### src/sstf_pkg.sv
// Shared types, codes and widths for the SSTF request scheduler.
package sstf_pkg;

  localparam int unsigned SECTOR_W  = 48;
  localparam int unsigned TAG_W     = 8;
  localparam int unsigned KIND_W    = 2;
  localparam int unsigned STATUS_W  = 3;
  localparam int unsigned ENTRY_W   = SECTOR_W + TAG_W;
  localparam int unsigned DEPTH_DEF = 16;

  localparam logic [KIND_W-1:0] KIND_ADD      = 2'd0;
  localparam logic [KIND_W-1:0] KIND_DISPATCH = 2'd1;
  localparam logic [KIND_W-1:0] KIND_REMOVE   = 2'd2;

  localparam logic [STATUS_W-1:0] ST_ADDED      = 3'd0;
  localparam logic [STATUS_W-1:0] ST_DISPATCHED = 3'd1;
  localparam logic [STATUS_W-1:0] ST_EMPTY      = 3'd2;
  localparam logic [STATUS_W-1:0] ST_FULL       = 3'd3;
  localparam logic [STATUS_W-1:0] ST_REMOVED    = 3'd4;
  localparam logic [STATUS_W-1:0] ST_NOTAG      = 3'd5;

  typedef enum logic [1:0] {
    OP_ADD      = 2'd0,
    OP_DISPATCH = 2'd1,
    OP_REMOVE   = 2'd2
  } op_e;

  typedef struct packed {
    op_e                 op;
    logic [SECTOR_W-1:0] position;
    logic [TAG_W-1:0]    tag;
  } req_t;

endpackage

### src/sstf_request_scheduler_core.sv
// Top level of the SSTF request scheduler: front queue, back end and checks.
//
//   channel  direction  handshake                payload
//   in       input      in_valid_i / in_stall_o  kind_i, position_i, tag_i
//   out      output     out_valid_o / out_stall_i status_o, out_position_o, out_tag_o, pending_o
//   cfg      input      cfg_we_i                 cfg_initial_head_i
//
// Add, full refusal, empty dispatch or remove: the back end goes from idle straight to S_OUT,
// which loads the output register. Dispatch and remove with N pending scan all N entries, one
// memory read per cycle; a dispatch or found tag then moves each entry after the chosen one down.
// Reset clears the count and head; the request memory needs no clearing pass.
// A two-entry queue holds accepted items while the back end or the output is stalled.
module sstf_request_scheduler_core
  import sstf_pkg::*;
#(
  parameter int unsigned DEPTH = DEPTH_DEF,
  localparam int unsigned CW = $clog2(DEPTH + 1)
) (
  input  logic                clk_i,
  input  logic                rst_ni,
  input  logic                in_valid_i,
  output logic                in_stall_o,
  input  logic [KIND_W-1:0]   kind_i,
  input  logic [SECTOR_W-1:0] position_i,
  input  logic [TAG_W-1:0]    tag_i,
  input  logic                cfg_we_i,
  input  logic [SECTOR_W-1:0] cfg_initial_head_i,
  output logic                out_valid_o,
  input  logic                out_stall_i,
  output logic [STATUS_W-1:0] status_o,
  output logic [SECTOR_W-1:0] out_position_o,
  output logic [TAG_W-1:0]    out_tag_o,
  output logic [CW-1:0]       pending_o
);

  logic req_valid;
  logic req_stall;
  req_t req;

  sstf_front u_front (
    .clk_i       (clk_i),
    .rst_ni      (rst_ni),
    .in_valid_i  (in_valid_i),
    .in_stall_o  (in_stall_o),
    .kind_i      (kind_i),
    .position_i  (position_i),
    .tag_i       (tag_i),
    .req_valid_o (req_valid),
    .req_stall_i (req_stall),
    .req_o       (req)
  );

  sstf_back #(
    .DEPTH (DEPTH)
  ) u_back (
    .clk_i              (clk_i),
    .rst_ni             (rst_ni),
    .cfg_we_i           (cfg_we_i),
    .cfg_initial_head_i (cfg_initial_head_i),
    .req_valid_i        (req_valid),
    .req_stall_o        (req_stall),
    .req_i              (req),
    .out_valid_o        (out_valid_o),
    .out_stall_i        (out_stall_i),
    .status_o           (status_o),
    .out_position_o     (out_position_o),
    .out_tag_o          (out_tag_o),
    .pending_o          (pending_o)
  );

  a_pending_bound: assert property (@(posedge clk_i) disable iff (!rst_ni)
    out_valid_o |-> (pending_o <= CW'(DEPTH)))
    else $error("pending count exceeds table depth");

  a_full_pending: assert property (@(posedge clk_i) disable iff (!rst_ni)
    (out_valid_o && (status_o == ST_FULL)) |-> (pending_o == CW'(DEPTH)))
    else $error("full refusal with free entries");

  a_empty_fields: assert property (@(posedge clk_i) disable iff (!rst_ni)
    (out_valid_o && (status_o == ST_EMPTY))
      |-> ((pending_o == '0) && (out_position_o == '0) && (out_tag_o == '0)))
    else $error("empty dispatch with nonzero fields");

  a_added_nonzero: assert property (@(posedge clk_i) disable iff (!rst_ni)
    (out_valid_o && (status_o == ST_ADDED)) |-> (pending_o != '0))
    else $error("added request not counted");

  a_back_busy: assert property (@(posedge clk_i) disable iff (!rst_ni)
    (req_valid && !req_stall) |=> req_stall)
    else $error("back end took a request without going busy");

endmodule

### src/sstf_front.sv
// Front end: accepts input items, classifies them and queues those of a known kind for the back end.
module sstf_front
  import sstf_pkg::*;
(
  input  logic                clk_i,
  input  logic                rst_ni,
  input  logic                in_valid_i,
  output logic                in_stall_o,
  input  logic [KIND_W-1:0]   kind_i,
  input  logic [SECTOR_W-1:0] position_i,
  input  logic [TAG_W-1:0]    tag_i,
  output logic                req_valid_o,
  input  logic                req_stall_i,
  output req_t                req_o
);

  logic [1:0] cnt_q, cnt_d;
  logic       wp_q, rp_q;
  req_t       queue_q [2];
  logic       cls_ok;
  op_e        cls_op;
  logic       push, pop;

  always_comb begin
    cls_ok = 1'b1;
    cls_op = OP_ADD;
    case (kind_i)
      KIND_ADD:      cls_op = OP_ADD;
      KIND_DISPATCH: cls_op = OP_DISPATCH;
      KIND_REMOVE:   cls_op = OP_REMOVE;
      default:       cls_ok = 1'b0;
    endcase
  end

  assign in_stall_o  = (cnt_q == 2'd2);
  assign req_valid_o = (cnt_q != 2'd0);
  assign req_o       = queue_q[rp_q];
  assign push        = in_valid_i && !in_stall_o && cls_ok;
  assign pop         = req_valid_o && !req_stall_i;
  assign cnt_d       = cnt_q + 2'(push) - 2'(pop);

  always_ff @(posedge clk_i or negedge rst_ni) begin
    if (!rst_ni) begin
      cnt_q <= 2'd0;
      wp_q  <= 1'b0;
      rp_q  <= 1'b0;
    end else begin
      cnt_q <= cnt_d;
      if (push) begin
        wp_q <= ~wp_q;
      end
      if (pop) begin
        rp_q <= ~rp_q;
      end
    end
  end

  always_ff @(posedge clk_i) begin
    if (push) begin
      queue_q[wp_q] <= '{op: cls_op, position: position_i, tag: tag_i};
    end
  end

endmodule

### src/sstf_back.sv
// Back end: request table memory, nearest and tag scans, compaction and result register.
module sstf_back
  import sstf_pkg::*;
#(
  parameter int unsigned DEPTH = DEPTH_DEF,
  localparam int unsigned AW = $clog2(DEPTH),
  localparam int unsigned CW = $clog2(DEPTH + 1)
) (
  input  logic                clk_i,
  input  logic                rst_ni,
  input  logic                cfg_we_i,
  input  logic [SECTOR_W-1:0] cfg_initial_head_i,
  input  logic                req_valid_i,
  output logic                req_stall_o,
  input  req_t                req_i,
  output logic                out_valid_o,
  input  logic                out_stall_i,
  output logic [STATUS_W-1:0] status_o,
  output logic [SECTOR_W-1:0] out_position_o,
  output logic [TAG_W-1:0]    out_tag_o,
  output logic [CW-1:0]       pending_o
);

  typedef enum logic [4:0] {
    S_IDLE   = 5'b00001,
    S_SCAN   = 5'b00010,
    S_DECIDE = 5'b00100,
    S_SHIFT  = 5'b01000,
    S_OUT    = 5'b10000
  } state_e;

  state_e              state_q, state_d;
  logic [CW-1:0]       count_q, count_d;
  logic [SECTOR_W-1:0] head_q, head_d;
  logic [CW-1:0]       scan_q, scan_d, scan_nx;
  logic [CW-1:0]       sh_q, sh_d, sh_nx;
  logic                found_q, found_d;
  op_e                 op_q, op_d;
  logic [TAG_W-1:0]    op_tag_q, op_tag_d;

  logic [ENTRY_W-1:0]  mem_q [DEPTH];
  logic [ENTRY_W-1:0]  rd_data_q;
  logic                mem_we, mem_re;
  logic [AW-1:0]       mem_wa, mem_ra;
  logic [ENTRY_W-1:0]  mem_wd;

  logic                s1_valid_q, s1_valid_d;
  logic [AW-1:0]       s1_idx_q, s1_idx_d;
  logic                s1_last_q, s1_last_d;

  logic                s2_valid_q;
  logic [AW-1:0]       s2_idx_q;
  logic                s2_last_q;
  logic [SECTOR_W-1:0] s2_seek_q;
  logic                s2_match_q;
  logic [SECTOR_W-1:0] s2_sector_q;
  logic [TAG_W-1:0]    s2_tag_q;

  logic [SECTOR_W-1:0] rd_sector;
  logic [TAG_W-1:0]    rd_tag;
  logic [SECTOR_W:0]   diff_fwd;
  logic [SECTOR_W-1:0] seek_len;

  logic [AW-1:0]       best_idx_q, best_idx_d;
  logic [SECTOR_W-1:0] best_seek_q, best_seek_d;
  logic [SECTOR_W-1:0] best_sector_q, best_sector_d;
  logic [TAG_W-1:0]    best_tag_q, best_tag_d;

  logic                wpend_q, wpend_d;
  logic [AW-1:0]       wpend_addr_q, wpend_addr_d;

  logic [STATUS_W-1:0] res_status_q, res_status_d;
  logic [SECTOR_W-1:0] res_pos_q, res_pos_d;
  logic [TAG_W-1:0]    res_tag_q, res_tag_d;

  logic                out_valid_q;
  logic [STATUS_W-1:0] out_status_q;
  logic [SECTOR_W-1:0] out_pos_q;
  logic [TAG_W-1:0]    out_tag_q;
  logic [CW-1:0]       out_pending_q;
  logic                out_load;

  assign scan_nx   = scan_q + CW'(1);
  assign sh_nx     = sh_q + CW'(1);
  assign rd_sector = rd_data_q[ENTRY_W-1:TAG_W];
  assign rd_tag    = rd_data_q[TAG_W-1:0];
  assign diff_fwd  = {1'b0, rd_sector} - {1'b0, head_q};
  assign seek_len  = diff_fwd[SECTOR_W] ? (head_q - rd_sector) : diff_fwd[SECTOR_W-1:0];

  assign req_stall_o    = (state_q != S_IDLE);
  assign out_valid_o    = out_valid_q;
  assign status_o       = out_status_q;
  assign out_position_o = out_pos_q;
  assign out_tag_o      = out_tag_q;
  assign pending_o      = out_pending_q;

  always_comb begin
    state_d       = state_q;
    count_d       = count_q;
    head_d        = head_q;
    scan_d        = scan_q;
    sh_d          = sh_q;
    found_d       = found_q;
    op_d          = op_q;
    op_tag_d      = op_tag_q;
    res_status_d  = res_status_q;
    res_pos_d     = res_pos_q;
    res_tag_d     = res_tag_q;
    best_idx_d    = best_idx_q;
    best_seek_d   = best_seek_q;
    best_sector_d = best_sector_q;
    best_tag_d    = best_tag_q;
    mem_we        = 1'b0;
    mem_wa        = '0;
    mem_wd        = '0;
    mem_re        = 1'b0;
    mem_ra        = '0;
    s1_valid_d    = 1'b0;
    s1_idx_d      = s1_idx_q;
    s1_last_d     = s1_last_q;
    wpend_d       = 1'b0;
    wpend_addr_d  = wpend_addr_q;
    out_load      = 1'b0;

    if (cfg_we_i) begin
      head_d = cfg_initial_head_i;
    end

    if (s2_valid_q) begin
      if (op_q == OP_DISPATCH) begin
        if ((s2_idx_q == '0) || (s2_seek_q < best_seek_q)) begin
          best_idx_d    = s2_idx_q;
          best_seek_d   = s2_seek_q;
          best_sector_d = s2_sector_q;
          best_tag_d    = s2_tag_q;
        end
      end else if (s2_match_q && !found_q) begin
        found_d    = 1'b1;
        best_idx_d = s2_idx_q;
        best_tag_d = s2_tag_q;
      end
    end

    case (state_q)
      S_IDLE: begin
        if (req_valid_i) begin
          op_d      = req_i.op;
          op_tag_d  = req_i.tag;
          res_pos_d = '0;
          res_tag_d = '0;
          case (req_i.op)
            OP_ADD: begin
              if (count_q == CW'(DEPTH)) begin
                res_status_d = ST_FULL;
              end else begin
                mem_we       = 1'b1;
                mem_wa       = count_q[AW-1:0];
                mem_wd       = {req_i.position, req_i.tag};
                count_d      = count_q + CW'(1);
                res_status_d = ST_ADDED;
              end
              state_d = S_OUT;
            end
            OP_DISPATCH, OP_REMOVE: begin
              if (count_q == '0) begin
                res_status_d = (req_i.op == OP_DISPATCH) ? ST_EMPTY : ST_NOTAG;
                state_d      = S_OUT;
              end else begin
                scan_d  = '0;
                found_d = 1'b0;
                state_d = S_SCAN;
              end
            end
            default: state_d = S_IDLE;
          endcase
        end
      end
      S_SCAN: begin
        if (scan_q != count_q) begin
          mem_re     = 1'b1;
          mem_ra     = scan_q[AW-1:0];
          s1_valid_d = 1'b1;
          s1_idx_d   = scan_q[AW-1:0];
          s1_last_d  = (scan_nx == count_q);
          scan_d     = scan_nx;
        end
        if (s2_valid_q && s2_last_q) begin
          state_d = S_DECIDE;
        end
      end
      S_DECIDE: begin
        sh_d = CW'(best_idx_q);
        if (op_q == OP_DISPATCH) begin
          head_d       = best_sector_q;
          res_status_d = ST_DISPATCHED;
          res_pos_d    = best_sector_q;
          res_tag_d    = best_tag_q;
          state_d      = S_SHIFT;
        end else if (found_q) begin
          res_status_d = ST_REMOVED;
          res_tag_d    = best_tag_q;
          state_d      = S_SHIFT;
        end else begin
          res_status_d = ST_NOTAG;
          state_d      = S_OUT;
        end
      end
      S_SHIFT: begin
        if (wpend_q) begin
          mem_we = 1'b1;
          mem_wa = wpend_addr_q;
          mem_wd = rd_data_q;
        end
        if (sh_nx != count_q) begin
          mem_re       = 1'b1;
          mem_ra       = sh_nx[AW-1:0];
          wpend_d      = 1'b1;
          wpend_addr_d = sh_q[AW-1:0];
          sh_d         = sh_nx;
        end else if (!wpend_q) begin
          count_d = count_q - CW'(1);
          state_d = S_OUT;
        end
      end
      S_OUT: begin
        if (!out_valid_q || !out_stall_i) begin
          out_load = 1'b1;
          state_d  = S_IDLE;
        end
      end
      default: state_d = S_IDLE;
    endcase
  end

  always_ff @(posedge clk_i or negedge rst_ni) begin
    if (!rst_ni) begin
      state_q     <= S_IDLE;
      count_q     <= '0;
      head_q      <= '0;
      scan_q      <= '0;
      sh_q        <= '0;
      found_q     <= 1'b0;
      op_q        <= OP_ADD;
      s1_valid_q  <= 1'b0;
      s2_valid_q  <= 1'b0;
      wpend_q     <= 1'b0;
      out_valid_q <= 1'b0;
    end else begin
      state_q    <= state_d;
      count_q    <= count_d;
      head_q     <= head_d;
      scan_q     <= scan_d;
      sh_q       <= sh_d;
      found_q    <= found_d;
      op_q       <= op_d;
      s1_valid_q <= s1_valid_d;
      s2_valid_q <= s1_valid_q;
      wpend_q    <= wpend_d;
      if (out_load) begin
        out_valid_q <= 1'b1;
      end else if (!out_stall_i) begin
        out_valid_q <= 1'b0;
      end
    end
  end

  always_ff @(posedge clk_i) begin
    op_tag_q      <= op_tag_d;
    s1_idx_q      <= s1_idx_d;
    s1_last_q     <= s1_last_d;
    best_idx_q    <= best_idx_d;
    best_seek_q   <= best_seek_d;
    best_sector_q <= best_sector_d;
    best_tag_q    <= best_tag_d;
    wpend_addr_q  <= wpend_addr_d;
    res_status_q  <= res_status_d;
    res_pos_q     <= res_pos_d;
    res_tag_q     <= res_tag_d;
    if (s1_valid_q) begin
      s2_idx_q    <= s1_idx_q;
      s2_last_q   <= s1_last_q;
      s2_seek_q   <= seek_len;
      s2_match_q  <= (rd_tag == op_tag_q);
      s2_sector_q <= rd_sector;
      s2_tag_q    <= rd_tag;
    end
    if (out_load) begin
      out_status_q  <= res_status_q;
      out_pos_q     <= res_pos_q;
      out_tag_q     <= res_tag_q;
      out_pending_q <= count_q;
    end
  end

  always_ff @(posedge clk_i) begin
    if (mem_we) begin
      mem_q[mem_wa] <= mem_wd;
    end
    if (mem_re) begin
      rd_data_q <= mem_q[mem_ra];
    end
  end

endmodule
### config.mk
export PLATFORM = sky130hd
export DESIGN_NAME = sstf_request_scheduler_core
export DESIGN_NICKNAME = d
export VERILOG_FILES = /design/src/sstf_pkg.sv /design/src/sstf_request_scheduler_core.sv /design/src/sstf_front.sv /design/src/sstf_back.sv
export SDC_FILE = /design/constraint.sdc
export NUM_CORES = 2
export LEC_CHECK = 0
export BUFFER_PORTS_ARGS = -buffer_cell sky130_fd_sc_hd__buf_4
export CORE_MARGIN = 2
export CORE_UTILIZATION = 60
export DETAILED_ROUTE_END_ITERATION = 16
export GPL_ROUTABILITY_DRIVEN = 0
export MAX_ROUTING_LAYER = met4
export PLACE_DENSITY_LB_ADDON = 0.15
export SETUP_SLACK_MARGIN = 0.05
export SYNTH_ARGS = -nofsm -noshare
export SYNTH_HDL_FRONTEND = slang
export SYNTH_SLANG_ARGS = --single-unit
### constraint.sdc
create_clock -name clk_i -period 11.15 [get_ports clk_i]
set_input_delay 0.5575 -clock clk_i [delete_from_list [all_inputs] [get_ports clk_i]]
set_output_delay 0.5575 -clock clk_i [all_outputs]
set_load 0.1 [all_outputs]
==> impl_metrics.toml <==
[finish]
fillerInstances = 7181
post-route-cell-area_um2 = 70700
layout.cells.non_filler = 6401
final_nets = 5167
post_route_cells_drive_above_1_share_pct = 10.4
final_core_occ_pct = 68.3
syn2layout_area_growth_pct = 12.8

[worst_setup_path]
setup.reg_to_reg.worst_slack_ps = 5450
worst-endpoint-required_ps = 11530
rr_worst_depth = 12
critical_path.max_fanout = 165
worstReg2RegEnd = "u_back.rd_data_q[26]"
worst_r2r_startpoint = "u_back.sh_q[0]"
setup.worst_path.class = "reg2reg"
worst_path_max_delay_cell = "o21ai_0"
worstSetupStartpointType = "flip-flop"
timing.critical_path.arrival_ps = 6080
timing.critical_path.cells = "ha_1 > xor2_1 > xnor2_1 > a31oi_2 > and2_1 > a21o_4 > buf_12 > buf_4 > nand2_1 > nand3_1 > nand4_1 > o21ai_0"
worst_path_largest_cell_delay_ps = 940
setup.worst_path.end_class = "flip-flop"

[grt]
groute.layer.met3.usage_pct = 4.75
grtUsageTotal_pct = 30.8
busiest_layer = "met2"
grt_start_max_net_pins = 177
global_route.usage.met2_pct = 46.8
grt_pass1_wl_mm = 238
grt_antenna_before_repair = 3
via_count_of_the_first_global_routing_pass = 38400
gr-usage-met1_pct = 43.3
overflow = 0

[clocking]
clk_path_buf_depth = 3
tritoncts = "built"
clock-sinks = 1505
cts.root.buffer_cell = "clkbuf_16"
cts.reportedPaths.clkPinSlew_ps = 60
insertion_delay_ps = 770
number_of_buffers_added_by_the_clock_tree_synthesis_step = 147
ctsHtreeMaxLevel = 4
cts_setup_buffers = 0

[synthesis]
dominantRegCellSynth = "edfxtp_1"
synth.top_cells.by_area = "edfxtp_1, nand2_1, dfrtp_1"
synth_most_common_cell = "edfxtp_1"
syn-num-nets = 4959
synth.top_cell.area_share_pct = 68.3
synthCells = 4692
async_flop_share_pct = 5.25
synthTopCellsByCount = "edfxtp_1, nand2_1, nand3_1"
synth.yosys.warnings = 0
synth_seq_cells = 1505
post-synth-top-area-cell = "edfxtp_1"
synth.lib_cells_used.distinct = 73
synth_area_um2 = 62700
avgSynthCellArea_um2 = 13.4
number_of_synthesized_flops_with_an_enable_pin = 1426
seq_area_frac_synth_pct = 71.5

[floorplan]
fp.dieH_um = 327
ios = 177
horizontal_die_dimension_um = 327
core-area_um2 = 103000
initial_utilization_pct = 60.6
die_area_um2 = 107000
placementRows = 118

[sta]
finalHoldWorstSlack_ps = 46.0
timing.final.crit_share_pct = 51.1
finalClockSkew_ps = 27.9
final-max-slew-violation-count = 0
slew_limit_headroom_pct = 3.98
timing_worst_slew_pin_value_ps = 1440
worst_slack_ps = 5450
finalSetupViolations = 0
final_period_minus_worst_setup_slack_ps = 5700
setup_repair_after_global_routing_missed_its_margin = "false"
max_clock_freq_mhz = 176
setup_tns_ps = 0
hold_viol = 0

[job]
max_cap_violations = 0

[power]
sw_frac_of_total_pct = 21.5
net-switching-power_mw = 2.50
share_seq_of_total_power_pct = 54.1
power.clock.fraction_pct = 40.8
vdd_ir_drop_max_mv = 0.195
leakagePower_nw = 24.5
internal_power_mw = 9.12
pwr_density_cell_nw_per_um2 = 164
p_comb_share_pct = 5.1
total_power_mw = 11.6

[min_path]
holdPathStages = 1
min-delay-path-class = "in2reg"
origin_of_the_worst_min_delay_path = "position_i[18]"
whs_endpoint = "u_front.queue_q[0][26]"

[routing]
via_count = 39700
vias_per_instance = 6.20
ant_nets = 0
post_detailed_route_wirelength_per_cell_um = 25.1
first_pass_iters = 9
detail_route.iter0.violations = 5084
totalWireLength_mm = 161
drc = 0

[place]
detailed_place_hpwl_mm = 96.4
placed_cell_area_um2 = 65600
place_ws_ps = 5570
placed_cells_incl_taps = 6075
port_buf_inserts = 176

[status]
run_status = "finished, final reports clean"
## registers in the layout, indices dropped and copies added (netlist names), 5 cells and up
signal / flops
u_back.mem_q: 896
u_front.queue_q: 116
u_back.rd_data_q: 56
u_back.best_sector_q: 48
u_back.best_seek_q: 48
u_back.head_q: 48
u_back.out_position_o: 48
u_back.res_pos_q: 48
u_back.s2_sector_q: 48
u_back.s2_seek_q: 48
u_back.best_tag_q: 8
u_back.op_tag_q: 8
u_back.out_tag_o: 8
u_back.res_tag_q: 8
u_back.s2_tag_q: 8
u_back.count_q: 5
u_back.pending_o: 5
u_back.scan_q: 5
u_back.sh_q: 5
u_back.state_q: 5
## worst max path at each step
stage                       from                   end  slack [ps]  cells past startpoint
3_3_place_gp   u_back.state_q[1]  u_back.rd_data_q[26]        5670                     11
3_5_place_dp   u_back.state_q[1]  u_back.rd_data_q[26]        5570                     11
4_1_cts        u_back.state_q[1]  u_back.rd_data_q[26]        5570                     11
2_1_floorplan       u_front.rp_q    u_back.mem_q[8][0]        5710                     10
6_report          u_back.sh_q[0]  u_back.rd_data_q[26]        5450                     12
5_1_grt        u_back.state_q[1]  u_back.rd_data_q[26]        5180                     11
## cells by family after synthesis
kind of cell             count (synthesis)  synth area share (%)
AND/OR/NAND/NOR                       1703                  12.1
adder cells (fa/ha/maj)                156                  3.15
AO/OA/AOI/OAI                          635                  6.41
flip-flops                            1505                  71.5
buffers and inverters                  428                  2.73
multiplexers                           186                  3.00
XOR/XNOR                                79                  1.10
## critical path, delay by kind of cell, from the launching register on
family | cells | cell delay, ps
xor+xnor | 2 | 720
flops | 1 | 440
buf+inv | 2 | 1330
simple gates | 4 | 720
fa+ha+maj | 1 | 270
compound gates | 3 | 1670
## timing repair
item	CTS	global route
resized for setup	0	0
hold buffers	56	0
endpoints found under the setup margin	0	0
hold endpoints to repair	139	0
## metal layers
metal	wire, um	vias to the layer above
met2	75000	2078
met5	0	-
met4	4630	0
li1	-	17700
met3	15800	341
met1	65400	19600
## final cells by class
type,count,area (um^2),area share (%)
Antenna cell,1,2.50,0.00354
Multi-Input combinational cell,2759,16400,23.2
Tap cell,1380,1730,2.44
Inverter,175,657,0.929
Clock buffer,195,4000,5.65
Timing Repair Buffer,312,2520,3.56
Clock inverter,74,576,0.814
Sequential cell,1505,44800,63.4
## power groups by stage
stage / Combinational, mW / Sequential (mW) / Clock [mW]
4_1_cts: 0.582 / 6.28 / 4.79
3_5_place_dp: 0.562 / 6.40 / 0
2_1_floorplan: 0.376 / 6.38 / 0
6_report: 0.592 / 6.28 / 4.74
5_1_grt: 0.638 / 6.29 / 5.00
3_3_place_gp: 0.557 / 6.40 / 0
## placed cells by master (no fill, tap or decap), drive strengths merged, types with 6 or more instances in the layout
cell type | Yosys | final
nor3 | 26 | 26
nand2 | 891 | 891
clkbuf | 177 | 195
nand4 | 143 | 143
dfrtp | 78 | 78
bufinv | 0 | 6
dlygate4sd3 | 0 | 56
nor4 | 8 | 8
a211oi | 14 | 14
clkinv | 0 | 60
o21a | 9 | 9
and3 | 6 | 6
nand2b | 12 | 12
a32o | 10 | 10
o21bai | 20 | 20
mux2i | 170 | 170
edfxtp | 1426 | 1426
a32oi | 59 | 59
inv | 175 | 180
mux2 | 16 | 16
o22ai | 52 | 52
o211ai | 12 | 12
or3 | 12 | 12
buf | 76 | 256
a21o | 49 | 49
xnor2 | 56 | 56
a21oi | 201 | 201
nor2b | 16 | 16
nand3 | 358 | 358
ha | 153 | 153
a31oi | 13 | 13
o21ai | 147 | 147
xor2 | 23 | 23
nor2 | 152 | 152
and2 | 65 | 65
(Power assumes the default switching activity.)
